<file path="src/rtl/tkhq_ram.sv">
// ----------------------------------------------------------------------------
// tkhq_ram
// generic ram, one write port and two registered read ports
// ----------------------------------------------------------------------------
`default_nettype none

module tkhq_ram #(
  parameter int WIDTH = 8,
  parameter int DEPTH = 16
) (
  input  wire logic                     clk,
  input  wire logic                     wr_en,
  input  wire logic [$clog2(DEPTH)-1:0] wr_addr,
  input  wire logic [WIDTH-1:0]         wr_data,
  input  wire logic [$clog2(DEPTH)-1:0] rd_addr_a,
  output logic      [WIDTH-1:0]         rd_data_a,
  input  wire logic [$clog2(DEPTH)-1:0] rd_addr_b,
  output logic      [WIDTH-1:0]         rd_data_b
);

  logic [WIDTH-1:0] mem [DEPTH];

  always_ff @(posedge clk) begin
    if (wr_en) begin
      mem[wr_addr] <= wr_data;
    end
    rd_data_a <= mem[rd_addr_a];
    rd_data_b <= mem[rd_addr_b];
  end

endmodule

`default_nettype wire

</file>
<file path="config.mk">
export PLATFORM = sky130hd
export DESIGN_NAME = tkhq_ram
export DESIGN_NICKNAME = d
export VERILOG_FILES = /design/src/rtl/tkhq_ram.sv
export SDC_FILE = /design/constraint.sdc
export NUM_CORES = 1
export LEC_CHECK = 0
export BUFFER_PORTS_ARGS = -buffer_cell sky130_fd_sc_hd__buf_4
export CORE_ASPECT_RATIO = 1.2
export CORE_MARGIN = 3
export CORE_UTILIZATION = 45
export DETAILED_ROUTE_END_ITERATION = 7
export HOLD_SLACK_MARGIN = 0.12
export PLACE_DENSITY = 0.74
export SLEW_MARGIN = 15
export SYNTH_ARGS = -nofsm -noshare
export SYNTH_HDL_FRONTEND = slang
export SYNTH_SLANG_ARGS = --single-unit
</file>
<file path="constraint.sdc">
create_clock -name clk -period 1.6 [get_ports clk]
set_clock_uncertainty 0.2 [all_clocks]
set_input_delay 0 -clock clk [delete_from_list [all_inputs] [get_ports clk]]
set_output_delay 0 -clock clk [all_outputs]
set_load 0.01 [all_outputs]
</file>
==> results_dict.tcl <==
set metrics [dict create \
    run_status "finished with violations" \
    violations "setup timing" \
    finalSetupViolCount 3 \
    grt-ovfl-total 0 \
    critPathMaxFanout 2 \
    total_leakage_power_nw 2.72 \
    start_util_pct 46.9 \
    setup_slack_ns -0.0795 \
    path_cells "mux4_4, a22oi_2, nand2_1" \
    relSlewSlack_pct 16.8 \
    power.density_nw_per_um2 1170 \
    finalCritPeriodShare_pct 105 \
    min_path_cells 4 \
    antenna_found_initial 0 \
    grt_max_degree 22 \
    area_growth_pct 22.7 \
    grt_pass1_wl_um 22600 \
    yosys.area_share.adder_pct 0 \
    worstMarginPinSlew_ns 1.24 \
    setup.worst_path.start_class "register" \
    ys_seq_area_share_pct 65.6 \
    yosys.cell_types.count 20 \
    root_buffer "clkbuf_16" \
    ir_worst_vdd_v 0.000851 \
    port_buffers 37 \
    synth.avg_cell_area_um2 20.7 \
    clk-insertion-delay-late_ns 0.41 \
    cts_sinks 144 \
    cts_buffer_depth 2 \
    worst_ep_required_time_ns 1.69 \
    drv_cap 0 \
    synthSimpleGateAreaFrac_pct 3.43 \
    hp-class "in2reg" \
    via_per_inst 6.27 \
    synthXorXnorAreaFrac_pct 0 \
    yosys_warnings 0 \
    fmax_ghz 0.595 \
    cp_slowest_cell "mux4_4" \
    rsz0062_at_grt "yes" \
    io_pins 38 \
    nets 411 \
    finalWirelength_um 14700 \
    ant_nets 0 \
    reg2reg_depth 3 \
    crit_type "reg2reg" \
    grt_usage_pct 20.6 \
    cp.arrival_ns 1.77 \
    synth_top_family_by_area "multiplexers" \
    routedWlPerCell_um 25.8 \
    cts_buffers 17 \
    cp-end-kind "register" \
    dieArea_um2 15600 \
    period_minus_slack_ns 1.68 \
    die_height_um 136 \
    ys_ff_latch 144 \
    regToRegSetupSlack_ns -0.08 \
    grt_pass1_vias 3726 \
    drt_iter0_markers 410 \
    num_vias 3573 \
    synth_mux_area_share_pct 24.4 \
    synth_compound_area_share_pct 3.79 \
    fin_hold_ws_ns 0.00543 \
    chipWidth_um 114 \
    hpwlAfterDp_um 9250 \
    slowest_delay_ns 0.62 \
    core_area_um2 13500 \
    timing.final.hold_violations 0 \
    cts.clk_slew.worst_paths_ns 0.06 \
    ctsHoldBuffers 15 \
    n_antenna_cell 0 \
    cts_tree "built" \
    drc 0 \
    synth_fp_nets 329 \
    post_route_cells_drive_above_1_share_pct 36.6 \
    rows 46 \
    power_mw 9.10 \
    place_congestion 0.784 \
    syn_inst 307 \
    postCtsSetupBuffers 0 \
    syn_area_um2 6350 \
    htree_levels 4 \
    drv_slew 0 \
    firstDrtPassIters 5 \
]
cell usage in the layout, fill, tap and decap left out, drive strengths merged:
cell	count
a22oi	32
and2	2
and2b	2
buf	68
bufinv	4
clkbuf	18
clkinv	6
clkinvlp	2
dfxtp	16
dlygate4sd3	15
edfxtp	128
inv	2
mux4	64
nand2	17
nand2b	2
nand3	1
nand3b	2
nor2	14
nor2b	2
nor3	4
or3b	1
final timing paths:
check	from	endpoint
max	mem[3][0]$_DFFE_PP_	rd_data_a[0]$_DFF_P_
min	rd_addr_b[2]	rd_data_b[1]$_DFF_P_
max reg2reg	mem[3][0]$_DFFE_PP_	rd_data_a[0]$_DFF_P_
min reg2reg	mem[7][3]$_DFFE_PP_	rd_data_b[3]$_DFF_P_
routing by layer:
layer | wire length (um) | GRT usage (%) | vias up
met2 | 7940 | 35.0 | 194
met4 | 303 | 7.19 | 0
met1 | 5360 | 25.6 | 1848
li1 | - | - | 1506
met5 | 0 | 0 | -
met3 | 1110 | 5.39 | 25
sequential cells by signal, indices dropped and copies added, names as in the netlist:
| signal | cells |
|---|---|
| mem | 128 |
| rd_data_a | 8 |
| rd_data_b | 8 |
area by class of cell:
type                    instances  area, um^2
clock buffers                  18         429
clock inverters                14         189
well taps                     168         210
flip-flops and latches        144        4160
repair buffers                 83         748
multi-input cells             143        2040
fillers                       952        5740
report_power, final:
part / internal, mW / total [mW] / leakage [nW] / switching [mW]
registers: 4.21 / 4.25 / 1.29 / 0.0462
logic: 0.384 / 0.753 / 1.13 / 0.369
clock network: 2.61 / 4.10 / 0.298 / 1.49
total: 7.20 / 9.10 / 2.72 / 1.90
worst max-delay path: cells and delay by family (launching register included):
family             cells  cell delay, ns
and+or+nand+nor        1            0.10
DFF                    1            0.40
muxes                  1            0.62
AOI/OAI and AO/OA      1            0.23
repair_timing:
item,4_1_cts,5_1_grt
hold endpoints to repair,272,47
endpoints found under the setup margin,6,12
gates resized for setup,5,6
pin swaps,2,3
through the flow:
step | setup slack, ns | instances | cell area, um^2 | setup TNS (ns) | utilization (%)
6_report | -0.0795 | 570 | 7780 | -0.128 | 57.5
5_1_grt | -0.108 | 570 | 7780 | -0.274 | 57.5
3_3_place_gp | -0.0980 | 523 | 6990 | -0.0980 | 51.7
3_5_place_dp | -0.130 | 523 | 6990 | -0.130 | 51.7
2_1_floorplan | 0.0965 | 307 | 6350 | 0 | -
4_1_cts | -0.0556 | 570 | 7770 | -0.0858 | 57.5
Yosys cell counts (all sizes together):
cell type,count,area share (%)
edfxtp,128,61
mux4,64,24
a22oi,32,3.8
nand2,17,1.0
dfxtp,16,5.0
buf,14,1.8
nor2,14,0.83
clkdlybuf4s25,6,0.95
nor3,4,0.32
and2,2,0.20
and2b,2,0.24
nand2b,2,0.20
nand3b,2,0.24
nor2b,2,0.20
nand3,1,0.079
or3b,1,0.14
logic make-up (layout without fill, tap and decap cells):
group           Yosys count  in the layout
flops                   144            144
buf+inv                  20            115
simple gates             47             47
mux                      64             64
compound gates           32             32
(Power assumes the default switching activity.)
